`src/design/tvdsb_pkg.sv`:
```
// Shared types and constants for the superbee advection coefficient block.
`timescale 1ns / 1ps

package tvdsb_pkg;

   // Width of every field value, velocity and coefficient
   localparam int FIELD_W = 32;

   // Register index as decoded from the word address bit of the CSR port
   localparam logic CSR_IDX_INV_CELL_WIDTH = 1'b0;

   // Sequencer states
   typedef enum logic [3:0] {
      ST_IDLE,
      ST_PREP,
      ST_DIV,
      ST_PHI,
      ST_MUL_LO,
      ST_MUL_HI,
      ST_SUM,
      ST_ROW,
      ST_SEND_ROW,
      ST_SEND_FINAL
   } tvdsb_state_type;

endpackage

```
`src/design/tvd_superbee_advection_coeffs_core.sv`:
```
// Superbee-limited upwind advection: tridiagonal row coefficients per cell edge.
`timescale 1ns / 1ps

//  channel  | dir | handshake            | payload
//  ---------+-----+----------------------+-----------------------------------------
//  req_     | in  | tvalid/tready        | tdata: 5 x 32b fields, tuser: first, tlast: last
//  rsp_     | out | tvalid/tready        | tdata: lower, diag, upper, tlast: last_row
//  csr_     | in  | psel/penable/pready  | inv_cell_width at byte address 0
//
//  An edge's first row beat is offered once the serial ratio divider (FRAC_BITS + 2 steps,
//  one quotient bit a cycle) and the shared 32x32 multiplier (three passes) are done.
//  A new edge is taken only after the last row beat of the previous one is sent; a last
//  edge sends one more row beat.
//  req_tready is high only in idle; the block waits for rsp_tready as long as needed.
//  Synchronous active-high reset clears the sequencer, the pending row shares and
//  sets inv_cell_width to 1.0.

module tvd_superbee_advection_coeffs_core
   import tvdsb_pkg::*;
#(
   parameter int FRAC_BITS = 16
) (
   input  logic           clock,
   input  logic           reset,

   input  logic           req_tvalid,
   output logic           req_tready,
   // [31:0] field_before, [63:32] field_here, [95:64] field_after,
   // [127:96] field_after_two, [159:128] edge_velocity
   input  logic [159:0]   req_tdata,
   // [0] first_edge
   input  logic [0:0]     req_tuser,
   input  logic           req_tlast,

   output logic           rsp_tvalid,
   input  logic           rsp_tready,
   // [31:0] lower_coeff, [63:32] diag_coeff, [95:64] upper_coeff
   output logic [95:0]    rsp_tdata,
   output logic           rsp_tlast,

   input  logic           csr_psel,
   input  logic           csr_penable,
   input  logic           csr_pwrite,
   input  logic [2:0]     csr_paddr,
   input  logic [31:0]    csr_pwdata,
   output logic [31:0]    csr_prdata,
   output logic           csr_pready
);

   // quotient / phi width, divider remainder width, scaled velocity width
   localparam int QW = FRAC_BITS + 2;
   localparam int CW = $clog2(QW);
   localparam int RW = FIELD_W + 3;
   localparam int MW = 2 * FIELD_W - FRAC_BITS;

   localparam logic [QW-1:0] PHI_HALF = {3'b001, {(FRAC_BITS - 1){1'b0}}};
   localparam logic [QW-1:0] PHI_ONE  = {2'b01, {FRAC_BITS{1'b0}}};
   localparam logic [QW-1:0] PHI_TWO  = {2'b10, {FRAC_BITS{1'b0}}};

   localparam logic [FIELD_W-1:0] SAT_MAX = {1'b0, {(FIELD_W - 1){1'b1}}};
   localparam logic [FIELD_W-1:0] SAT_MIN = {1'b1, {(FIELD_W - 1){1'b0}}};

   // saturate a nonnegative magnitude to a signed word
   function automatic logic [FIELD_W-1:0] sat_pos(input logic [MW-1:0] x);
      logic [FIELD_W-1:0] r;
      if (x > MW'(SAT_MAX)) begin
         r = SAT_MAX;
      end else begin
         r = x[FIELD_W-1:0];
      end
      return r;
   endfunction

   // saturate the negation of a nonnegative magnitude to a signed word
   function automatic logic [FIELD_W-1:0] sat_neg(input logic [MW-1:0] x);
      logic [FIELD_W-1:0] r;
      if (x > MW'(SAT_MIN)) begin
         r = SAT_MIN;
      end else begin
         r = FIELD_W'(0) - x[FIELD_W-1:0];
      end
      return r;
   endfunction

   tvdsb_state_type state_ff, state_in;

   logic [FIELD_W-1:0]        icw_ff, icw_in;
   logic [FIELD_W-1:0]        pend_lower_ff, pend_lower_in;
   logic [FIELD_W-1:0]        pend_diag_ff, pend_diag_in;

   logic signed [FIELD_W:0]   num_ff, num_in;
   logic signed [FIELD_W:0]   den_ff, den_in;
   logic signed [FIELD_W-1:0] vel_ff, vel_in;
   logic                      first_ff, first_in;
   logic                      last_ff, last_in;

   logic [RW-1:0]             rem_ff, rem_in;
   logic [RW-1:0]             dvs_ff, dvs_in;
   logic [QW-1:0]             quo_ff, quo_in;
   logic                      big_ff, big_in;
   logic [CW-1:0]             cnt_ff, cnt_in;
   logic [QW-1:0]             phi_ff, phi_in;

   logic [2*FIELD_W-1:0]      prod_ff, prod_in;
   logic [2*FIELD_W-1:0]      acc_ff, acc_in;
   logic [MW-1:0]             m_ff, m_in;
   logic [MW-1:0]             p_ff, p_in;

   logic [FIELD_W-1:0]        out_lower_ff, out_lower_in;
   logic [FIELD_W-1:0]        out_diag_ff, out_diag_in;
   logic [FIELD_W-1:0]        out_upper_ff, out_upper_in;
   logic                      out_last_ff, out_last_in;

   // stencil selection from the request beat
   logic signed [FIELD_W-1:0] f_before, f_here, f_after, f_after2, f_vel;
   logic signed [FIELD_W-1:0] st_cr, st_up, st_dn;
   logic                      use_left;

   // shared multiplier operands
   logic [FIELD_W-1:0]        mul_a, mul_b;

   // working values
   logic [FIELD_W:0]          abs_num, abs_den;
   logic [FIELD_W-1:0]        abs_vel;
   logic [RW:0]               two_rem, trial;
   logic [2*FIELD_W+1:0]      prod_sum;
   logic [MW-1:0]             m_minus_p;
   logic [FIELD_W-1:0]        s_p, s_mp, n_p, n_mp;
   logic [FIELD_W-1:0]        diag_share, upper_share, next_lower, next_diag;
   logic [FIELD_W-1:0]        row_lower, row_pdiag;
   logic signed [FIELD_W:0]   diag_sum;
   logic [FIELD_W-1:0]        diag_sat;
   logic                      den_zero, num_zero;

   logic req_fire, rsp_fire, csr_write;

   assign req_fire  = req_tvalid && req_tready;
   assign rsp_fire  = rsp_tvalid && rsp_tready;
   assign csr_write = csr_psel && csr_penable && csr_pwrite && csr_pready;

   // handshake and register read
   assign req_tready = (state_ff == ST_IDLE);
   assign rsp_tvalid = (state_ff == ST_SEND_ROW) || (state_ff == ST_SEND_FINAL);
   assign rsp_tdata  = {out_upper_ff, out_diag_ff, out_lower_ff};
   assign rsp_tlast  = out_last_ff;
   assign csr_pready = 1'b1;
   assign csr_prdata = (csr_paddr[2] == CSR_IDX_INV_CELL_WIDTH) ? icw_ff : '0;

   // request field unpacking and upwind stencil
   assign f_before = req_tdata[31:0];
   assign f_here   = req_tdata[63:32];
   assign f_after  = req_tdata[95:64];
   assign f_after2 = req_tdata[127:96];
   assign f_vel    = req_tdata[159:128];
   assign use_left = (!f_vel[FIELD_W-1] && (f_vel != '0) && !req_tuser[0]) || req_tlast;
   assign st_cr    = use_left ? f_here  : f_after;
   assign st_up    = use_left ? f_after : f_here;
   assign st_dn    = use_left ? f_before : f_after2;

   // magnitudes of the captured ratio operands and velocity
   assign abs_num  = num_ff[FIELD_W] ? (FIELD_W + 1)'(-num_ff) : (FIELD_W + 1)'(num_ff);
   assign abs_den  = den_ff[FIELD_W] ? (FIELD_W + 1)'(-den_ff) : (FIELD_W + 1)'(den_ff);
   assign abs_vel  = vel_ff[FIELD_W-1] ? FIELD_W'(-vel_ff) : FIELD_W'(vel_ff);
   assign den_zero = (den_ff == '0);
   assign num_zero = (num_ff == '0);

   // divider step: remainder doubled against four times the denominator
   assign two_rem = {rem_ff, 1'b0};
   assign trial   = two_rem - {1'b0, dvs_ff};

   // product accumulation for p = m * phi >> (FRAC_BITS + 1)
   assign prod_sum = (2 * FIELD_W + 2)'(acc_ff) + ((2 * FIELD_W + 2)'(prod_ff) << FIELD_W);

   // saturated transport shares
   assign m_minus_p = m_ff - p_ff;
   assign s_p  = sat_pos(p_ff);
   assign s_mp = sat_pos(m_minus_p);
   assign n_p  = sat_neg(p_ff);
   assign n_mp = sat_neg(m_minus_p);

   assign diag_share  = vel_ff[FIELD_W-1] ? n_p  : s_mp;
   assign upper_share = vel_ff[FIELD_W-1] ? n_mp : s_p;
   assign next_lower  = vel_ff[FIELD_W-1] ? s_p  : n_mp;
   assign next_diag   = vel_ff[FIELD_W-1] ? s_mp : n_p;

   // a first edge starts the grid with empty pending shares
   assign row_lower = first_ff ? '0 : pend_lower_ff;
   assign row_pdiag = first_ff ? '0 : pend_diag_ff;
   assign diag_sum  = $signed({row_pdiag[FIELD_W-1], row_pdiag})
                    + $signed({diag_share[FIELD_W-1], diag_share});
   assign diag_sat  = (diag_sum[FIELD_W] != diag_sum[FIELD_W-1])
                    ? (diag_sum[FIELD_W] ? SAT_MIN : SAT_MAX)
                    : diag_sum[FIELD_W-1:0];

   // shared multiplier, operands steered by the sequencer
   always_comb begin
      mul_a = '0;
      mul_b = '0;
      unique case (state_ff)
         ST_PREP: begin
            mul_a = abs_vel;
            mul_b = icw_ff;
         end
         ST_MUL_LO: begin
            mul_a = m_ff[FIELD_W-1:0];
            mul_b = FIELD_W'(phi_ff);
         end
         ST_MUL_HI: begin
            mul_a = FIELD_W'(m_ff[MW-1:FIELD_W]);
            mul_b = FIELD_W'(phi_ff);
         end
         default: begin
         end
      endcase
      prod_in = (2 * FIELD_W)'(mul_a) * (2 * FIELD_W)'(mul_b);
   end

   // sequencer: next state and datapath loads
   always_comb begin
      state_in      = state_ff;
      icw_in        = icw_ff;
      pend_lower_in = pend_lower_ff;
      pend_diag_in  = pend_diag_ff;
      num_in        = num_ff;
      den_in        = den_ff;
      vel_in        = vel_ff;
      first_in      = first_ff;
      last_in       = last_ff;
      rem_in        = rem_ff;
      dvs_in        = dvs_ff;
      quo_in        = quo_ff;
      big_in        = big_ff;
      cnt_in        = cnt_ff;
      phi_in        = phi_ff;
      acc_in        = acc_ff;
      m_in          = m_ff;
      p_in          = p_ff;
      out_lower_in  = out_lower_ff;
      out_diag_in   = out_diag_ff;
      out_upper_in  = out_upper_ff;
      out_last_in   = out_last_ff;

      if (csr_write && (csr_paddr[2] == CSR_IDX_INV_CELL_WIDTH)) begin
         icw_in = csr_pwdata;
      end

      unique case (state_ff)
         ST_IDLE: begin
            if (req_fire) begin
               num_in   = {st_cr[FIELD_W-1], st_cr} - {st_dn[FIELD_W-1], st_dn};
               den_in   = {st_up[FIELD_W-1], st_up} - {st_cr[FIELD_W-1], st_cr};
               vel_in   = f_vel;
               first_in = req_tuser[0];
               last_in  = req_tlast;
               state_in = ST_PREP;
            end
         end
         ST_PREP: begin
            // quotient saturates when |num| >= 4|den|; else F+2 bits cover it
            rem_in   = RW'(abs_num);
            dvs_in   = {abs_den, 2'b00};
            big_in   = ({2'b00, abs_num} >= {abs_den, 2'b00});
            quo_in   = '0;
            cnt_in   = '0;
            state_in = ST_DIV;
         end
         ST_DIV: begin
            if (cnt_ff == '0) begin
               m_in = prod_ff[2*FIELD_W-1:FRAC_BITS];
            end
            if (!trial[RW]) begin
               rem_in = trial[RW-1:0];
               quo_in = {quo_ff[QW-2:0], 1'b1};
            end else begin
               rem_in = two_rem[RW-1:0];
               quo_in = {quo_ff[QW-2:0], 1'b0};
            end
            cnt_in = cnt_ff + 1'b1;
            if (cnt_ff == CW'(QW - 1)) begin
               state_in = ST_PHI;
            end
         end
         ST_PHI: begin
            // superbee limiter
            if (den_zero) begin
               phi_in = num_ff[FIELD_W] ? '0 : (num_zero ? PHI_ONE : PHI_TWO);
            end else if (num_zero || (num_ff[FIELD_W] != den_ff[FIELD_W])) begin
               phi_in = '0;
            end else if (big_ff) begin
               phi_in = PHI_TWO;
            end else if (quo_ff <= PHI_HALF) begin
               phi_in = {quo_ff[QW-2:0], 1'b0};
            end else if (quo_ff <= PHI_ONE) begin
               phi_in = PHI_ONE;
            end else if (quo_ff <= PHI_TWO) begin
               phi_in = quo_ff;
            end else begin
               phi_in = PHI_TWO;
            end
            state_in = ST_MUL_LO;
         end
         ST_MUL_LO: begin
            state_in = ST_MUL_HI;
         end
         ST_MUL_HI: begin
            acc_in   = prod_ff;
            state_in = ST_SUM;
         end
         ST_SUM: begin
            p_in     = MW'(prod_sum >> (FRAC_BITS + 1));
            state_in = ST_ROW;
         end
         ST_ROW: begin
            out_lower_in  = row_lower;
            out_diag_in   = diag_sat;
            out_upper_in  = upper_share;
            out_last_in   = 1'b0;
            pend_lower_in = next_lower;
            pend_diag_in  = next_diag;
            state_in      = ST_SEND_ROW;
         end
         ST_SEND_ROW: begin
            if (rsp_fire) begin
               if (last_ff) begin
                  // final row of the grid, then the pending shares start over
                  out_lower_in  = pend_lower_ff;
                  out_diag_in   = pend_diag_ff;
                  out_upper_in  = '0;
                  out_last_in   = 1'b1;
                  pend_lower_in = '0;
                  pend_diag_in  = '0;
                  state_in      = ST_SEND_FINAL;
               end else begin
                  state_in = ST_IDLE;
               end
            end
         end
         ST_SEND_FINAL: begin
            if (rsp_fire) begin
               state_in = ST_IDLE;
            end
         end
         default: begin
            state_in = ST_IDLE;
         end
      endcase
   end

   // state register
   always_ff @(posedge clock) begin
      if (reset) begin
         state_ff <= ST_IDLE;
      end else begin
         state_ff <= state_in;
      end
   end

   // configuration and pending row shares
   always_ff @(posedge clock) begin
      if (reset) begin
         icw_ff        <= FIELD_W'(1) << FRAC_BITS;
         pend_lower_ff <= '0;
         pend_diag_ff  <= '0;
      end else begin
         icw_ff        <= icw_in;
         pend_lower_ff <= pend_lower_in;
         pend_diag_ff  <= pend_diag_in;
      end
   end

   // datapath registers
   always_ff @(posedge clock) begin
      num_ff       <= num_in;
      den_ff       <= den_in;
      vel_ff       <= vel_in;
      first_ff     <= first_in;
      last_ff      <= last_in;
      rem_ff       <= rem_in;
      dvs_ff       <= dvs_in;
      quo_ff       <= quo_in;
      big_ff       <= big_in;
      cnt_ff       <= cnt_in;
      phi_ff       <= phi_in;
      prod_ff      <= prod_in;
      acc_ff       <= acc_in;
      m_ff         <= m_in;
      p_ff         <= p_in;
      out_lower_ff <= out_lower_in;
      out_diag_ff  <= out_diag_in;
      out_upper_ff <= out_upper_in;
      out_last_ff  <= out_last_in;
   end

`ifndef SYNTHESIS
   // never accepting while a row beat is offered
   a_no_overlap: assert property (@(posedge clock) disable iff (reset)
      !(req_tready && rsp_tvalid))
      else $error("request accepted while a row is pending");

   // an accepted edge goes straight to operand preparation
   a_accept_prep: assert property (@(posedge clock) disable iff (reset)
      req_fire |=> (state_ff == ST_PREP))
      else $error("accepted edge did not start the sequencer");

   // limiter output never exceeds two
   a_phi_bound: assert property (@(posedge clock) disable iff (reset)
      (state_ff == ST_MUL_LO) |-> (phi_ff <= PHI_TWO))
      else $error("phi above two");

   // limited flux never exceeds the scaled velocity
   a_p_bound: assert property (@(posedge clock) disable iff (reset)
      (state_ff == ST_ROW) |-> (p_ff <= m_ff))
      else $error("p larger than |v|");

   // the final-row flag only appears for a last edge
   a_last_row: assert property (@(posedge clock) disable iff (reset)
      (rsp_tvalid && rsp_tlast) |-> (last_ff && (state_ff == ST_SEND_FINAL)))
      else $error("final row without a last edge");
`endif

endmodule
```
`config.mk`:
```
export PLATFORM = sky130hd
export DESIGN_NAME = tvd_superbee_advection_coeffs_core
export DESIGN_NICKNAME = d
export VERILOG_FILES = /design/src/design/tvdsb_pkg.sv /design/src/design/tvd_superbee_advection_coeffs_core.sv
export SDC_FILE = /design/constraint.sdc
export NUM_CORES = 2
export LEC_CHECK = 0
export CAP_MARGIN = 20
export CORE_MARGIN = 2
export CORE_UTILIZATION = 26
export DETAILED_ROUTE_END_ITERATION = 7
export DONT_BUFFER_PORTS = 1
export SETUP_SLACK_MARGIN = 0.05
export SYNTH_ARGS = -nofsm -noshare
export SYNTH_HDL_FRONTEND = slang
export SYNTH_SLANG_ARGS = --single-unit
export TNS_END_PERCENT = 1
```
`constraint.sdc`:
```
create_clock -name clock -period 11.4 [get_ports clock]
set_input_delay 1.14 -clock clock [delete_from_list [all_inputs] [get_ports clock]]
set_output_delay 1.14 -clock clock [all_outputs]
set_load 0.02 [all_outputs]
```
; ---- Word level (Yosys, flattened, before mapping)
; Index checks and enable logic that the tools add are counted.
[totals]
register_bits = 631
input_bits = 204
word_cells = 140
[op_classes]
n_addsub = 12
mul = 1
n_lt_le_gt_ge = 8
n_eq_ne = 17
muxes = 54
n_bitwise = 1
n_reduce_logical = 24
[ops]
columns = cell, count
row1 = $mux 32, 23
row2 = $pmux 32 s2, 6
row3 = $mux 18, 8
row4 = $gt 48x31->1 const B, 2
row5 = $gt 48x32->1 const B, 2
row6 = $pmux 32 s3, 1
row7 = $pmux 35 s2, 1
row8 = $logic_not 33->1, 2
row9 = $mux 33, 2
row10 = $neg 33->33, 2
row11 = $sub 32x32->33, 2
row12 = $add 64x65->65, 1
row13 = $mul 32x32->64, 1
row14 = $sub 1x32->32 const A, 2
row15 = $sub 48x48->48, 1
row16 = $pmux 4 s10, 1
row17 = $pmux 18 s2, 1
row18 = $sub 36x35->36, 1
row19 = $ge 33x35->1, 1
row20 = $mux 35, 1
row21 = $add 32x32->33, 1
row22 = $neg 32->32, 1
row23 = $reduce_bool 32->1, 1
row24 = $mux 4, 5
row25 = other kinds (26), 48

; ---- Depth between registers and ports, before layout
[logic_depth]
depth_word = 8
ltp_mapped = 42

; ---- Worst setup path after synthesis
; OpenSTA, ideal clock, no wires.
[synth_timing]
path_kind = register -> register
from = register vel_ff[5]
to = register prod_ff[63]
setup_ps = 121
arrival_ps = 10308
setup_slack_ps = 971
path_stages_with_launch = 36
path_buffers = 3
path_cell_list = edfxtp_1 > nor4_2 > nand2_1 > or4_1 > or3_1 > or4_1 > o21ai_0 > xor2_1 > o21a_1 > clkbuf_1 > clkbuf_1 > nor2_1 > fa_1 > inv_1 > fa_1 > fa_1 > fa_1 > inv_1 > fa_1 > fa_1 > fa_1 > fa_1 > ha_1 > clkbuf_1 > nand4_1 > or4_1 > o32a_1 > a2111oi_0 > o21ba_2 > a211oi_1 > o21ai_1 > a21oi_1 > o41ai_2 > a221o_1 > a21oi_1 > xnor2_1
[synth_between]
elab_chain_cells = 4
[synth_rtl]
columns = element, line
row1 = start: declaration, tvd_superbee_advection_coeffs_core.sv:93  ; logic signed [FIELD_W-1:0] vel_ff, vel_in;
row2 = start signal: assignment, tvd_superbee_advection_coeffs_core.sv:375  ; vel_ff <= vel_in;
row3 = $neg 32->32, tvd_superbee_advection_coeffs_core.sv:163  ; assign abs_vel = vel_ff[FIELD_W-1] ? FIELD_W'(-vel_ff) : FIELD_W'(vel_ff);
row4 = $mux 32 (*), tvd_superbee_advection_coeffs_core.sv:163
row5 = $pmux 32 s3 (*), tvd_superbee_advection_coeffs_core.sv:199  ; unique case (state_ff)
row6 = $mul 32x32->64 (*), tvd_superbee_advection_coeffs_core.sv:215  ; prod_in = (2 * FIELD_W)'(mul_a) * (2 * FIELD_W)'(mul_b);
row7 = named net prod_in[63], tvd_superbee_advection_coeffs_core.sv:104  ; logic [2*FIELD_W-1:0] prod_ff, prod_in;
row8 = end signal: assignment, tvd_superbee_advection_coeffs_core.sv:384  ; prod_ff <= prod_in;
row9 = end: declaration, tvd_superbee_advection_coeffs_core.sv:104
; Mark *: on every way through the listed nets, which the timed path passes. The rest lies on a longest branch.
; A chain may end at the register's enable or synchronous reset.

; ---- Final worst setup path
; Ends and elaborated chain as after synthesis.

==> results.txt <==
commonest cells in the synthesized netlist = 1078 x inv_1, 924 x nand2_1, 901 x fa_1
Max Cap Viol = 0
CP most frequent cell = fa_1
IO Count = 336
top cells by area, synth = fa_1 25%, edfxtp_1 19%, ha_1 8.4%, inv_1 5.7%, nand2_1 4.8%
Num CTS Buffers = 75
violation count after the first detailed-route iteration = 5145
Total Routing Usage GR = 0.173
Post-DP HPWL = 202000 um
Area growth syn-to-layout = 10.4%
Post-Syn Nets = 9514
die footprint = 0.280 sq mm
Post-DP Area = 0.0762 sq mm
adder-cell area share of the yosys netlist = 0.344
DP Worst Slack = -0.229 ns
# hold bufs at CTS = 0
share of cells above drive strength 1 = 0.0554
Crit. End Element = register
Worst Skew = 0.0446 ns
PwrDens = 141 mW/mm^2
Post-CTS Setup Bufs = 0
Ys Warns = 0
H-tree Lvls = 3
Tightest Hold Check Type = reg -> reg
post-route cell area = 0.0790 sq mm
Combinational Power Share = 0.477
CTS tree = yes
global-route wire length before repair = 364000 um
xor/xnor share of the synthesized area = 0.0493
DRT Wirelength = 245000 um
Avg Cell Area, Syn = 9.03 sq um
Post-DRT Antenna Nets = 0
final hold vios = 0
CTS Sinks = 614
Worst Tran Pin Value = 1.41 ns
Post-Syn Instances = 7930
fmax = 0.0915 GHz
relative slew slack = 0.0584
sequential share of the synthesized area = 0.235
FFs w/ async S/R, synth = 0
CP Data Required Time = 12.06 ns
Placer Congestion = 0.981
Vias/cell = 4.91
core footprint = 0.274 sq mm
synth unique cells = 102
CP peak stage delay = 0.61 ns
wire length per cell = 21.3 um
clk root buf = clkbuf_16
FP Rows = 192
crit path max fanout = 4
Synth Area in Compound Gates = 0.130
worst skew pair latency = 0.74 ns
sequential share of power = 0.291
cell area after synthesis = 0.0716 sq mm
Pins Over Slew Limit = 0
switching portion of total power = 0.442
area share of the largest cell type after synthesis = 0.252
Top FF cell, synth = edfxtp_1
Critical Path Slowest Stage Cell = fa_1
pin count of the biggest net entering global routing = 106
unrepaired setup endpoints after global routing = no
min Tclk post-route = 10.93 ns
endpoints failing setup = 0
clk slew on worst S/H paths = 0.06 ns
Synth area leader = fa_1
Sw Pwr = 0.00494 W
outcome = complete, no violations
vias in the first global route = 55900
multiplexer share of the synthesized area = 0.00713
most common cell in the netlist = inv_1
Die Span Y = 529 um
final worst path period share = 0.959
Clock Path Buffers = 3
Lkg Pwr = 33.9 nW
post-layout util = 0.289
drt drc = 0
Initial Util = 0.261
post-route setup slack = 0.472 ns
Vias = 56400
Post-synth EDFFs = 450
fin nets = 9408
Clk network pwr share = 0.232
Setup CP Type = reg -> reg
flops & latches, synth = 614
Critical Path Source Type = register
port bufs = 0
crit path DAT = 11.58 ns
drt pass-1 iters = 6
GRT overflow = 0
post-synthesis simple-gate area fraction = 0.157
hold_ws = 0.419 ns
peak supply drop = 0.142 mV
Die W = 529 um
largest family of logic cells by synthesized area = adder cells
initial antenna violation count = 13
Internal = 0.00624 W
==> state kept, by name (all words and copies together) (netlist names), 33 cells and up <==
name,count
den_ff,33
p_ff,48
num_ff,33
rem_ff,35
acc_ff,47
m_ff,48
dvs_ff,33
prod_ff,64
==> what timing repair did <==
item                                    in CTS  in global routing
endpoints found under the setup margin       4                 10
pin swaps                                    0                  2
gates resized for setup                      4                 13
==> through the flow <==
| step | instances | power (W) | setup TNS (ns) |
|---|---|---|---|
| 6_report | 11500 | 0.0112 | 0 |
| 5_1_grt | 11500 | 0.0118 | 0 |
| 3_5_place_dp | 11300 | 0.00856 | -0.399 |
| 3_3_place_gp | 11300 | 0.00852 | -0.887 |
| 2_1_floorplan | 7930 | 0.00660 | 0 |
| 4_1_cts | 11500 | 0.0112 | 0 |
==> layer usage <==
layer  wire length [um]  track usage  share of wire
met1             102000        0.225           0.42
met2             112000        0.280           0.46
met3              18300       0.0277          0.075
met4              12900       0.0828          0.052
met5                  0            0              0
==> cells by family (layout without fill, tap and decap cells) <==
kind of cell             Yosys count  after routing
AO/OA/AOI/OAI                   1424           1424
XOR/XNOR                         403            403
adder cells (fa/ha/maj)         1440           1440
buffers and inverters           1463           1417
flip-flops                       614            614
multiplexers                      51             51
other                              1             22
AND/OR/NAND/NOR                 2534           2534
==> worst max-delay path, delay by kind of cell, from the launching register on <==
family                     cells  cell delay [ns]
DFF                            1             0.44
adders and majority gates      9             4.49
and+or+nand+nor                9             2.66
AOI/OAI and AO/OA             12             2.34
xor gates and xnor gates       2             0.32
buffers and inverters          5             0.59
==> power groups by stage <==
| stage | logic [W] | registers (W) | clock network [W] |
|---|---|---|---|
| after detailed placement | 0.00526 | 0.00330 | 0 |
| after CTS | 0.00528 | 0.00325 | 0.00265 |
| after floorplan | 0.00344 | 0.00316 | 0 |
| after global routing | 0.00581 | 0.00329 | 0.00272 |
| final | 0.00533 | 0.00325 | 0.00260 |
| after global placement | 0.00524 | 0.00329 | 0 |
==> path summary, 6_finish.rpt <==
check                end  depth (start not counted)  startpoint  slack (ns)
max          prod_ff[63]                         37   vel_ff[5]        0.47
min              p_ff[6]                          0  acc_ff[23]        0.42
min reg2reg      p_ff[6]                          0  acc_ff[23]        0.42
max reg2reg  prod_ff[63]                         37   vel_ff[5]        0.47
==> final cells by class <==
class | count | area (sq um)
Fill cell | 28900 | 195000
Multi-Input combinational cell | 5853 | 49400
Sequential cell | 614 | 16800
Tap cell | 3589 | 4490
Inverter | 1079 | 4050
Clock buffer | 90 | 2030
Timing Repair Buffer | 201 | 1550
Clock inverter | 47 | 637
Antenna cell | 21 | 52.6
==> cells in the final DEF, fill, tap and decap left out, types with 37 or more instances in the layout <==
master	n
xnor2_1	278
o21bai_1	37
nand2_1	922
and2_1	73
nand4_1	38
inv_1	1076
a31oi_1	48
o21a_1	47
dfxtp_1	164
clkbuf_16	79
a22oi_1	72
xor2_1	123
a21o_1	158
nand3_1	92
nor2b_1	141
o21ai_0	327
edfxtp_1	450
nor3_1	83
nor4_1	40
buf_4	196
fa_1	901
mux2i_1	51
maj3_1	60
nand2b_1	75
nor2_1	894
ha_1	479
a21oi_1	354
(Power assumes the default switching activity.)
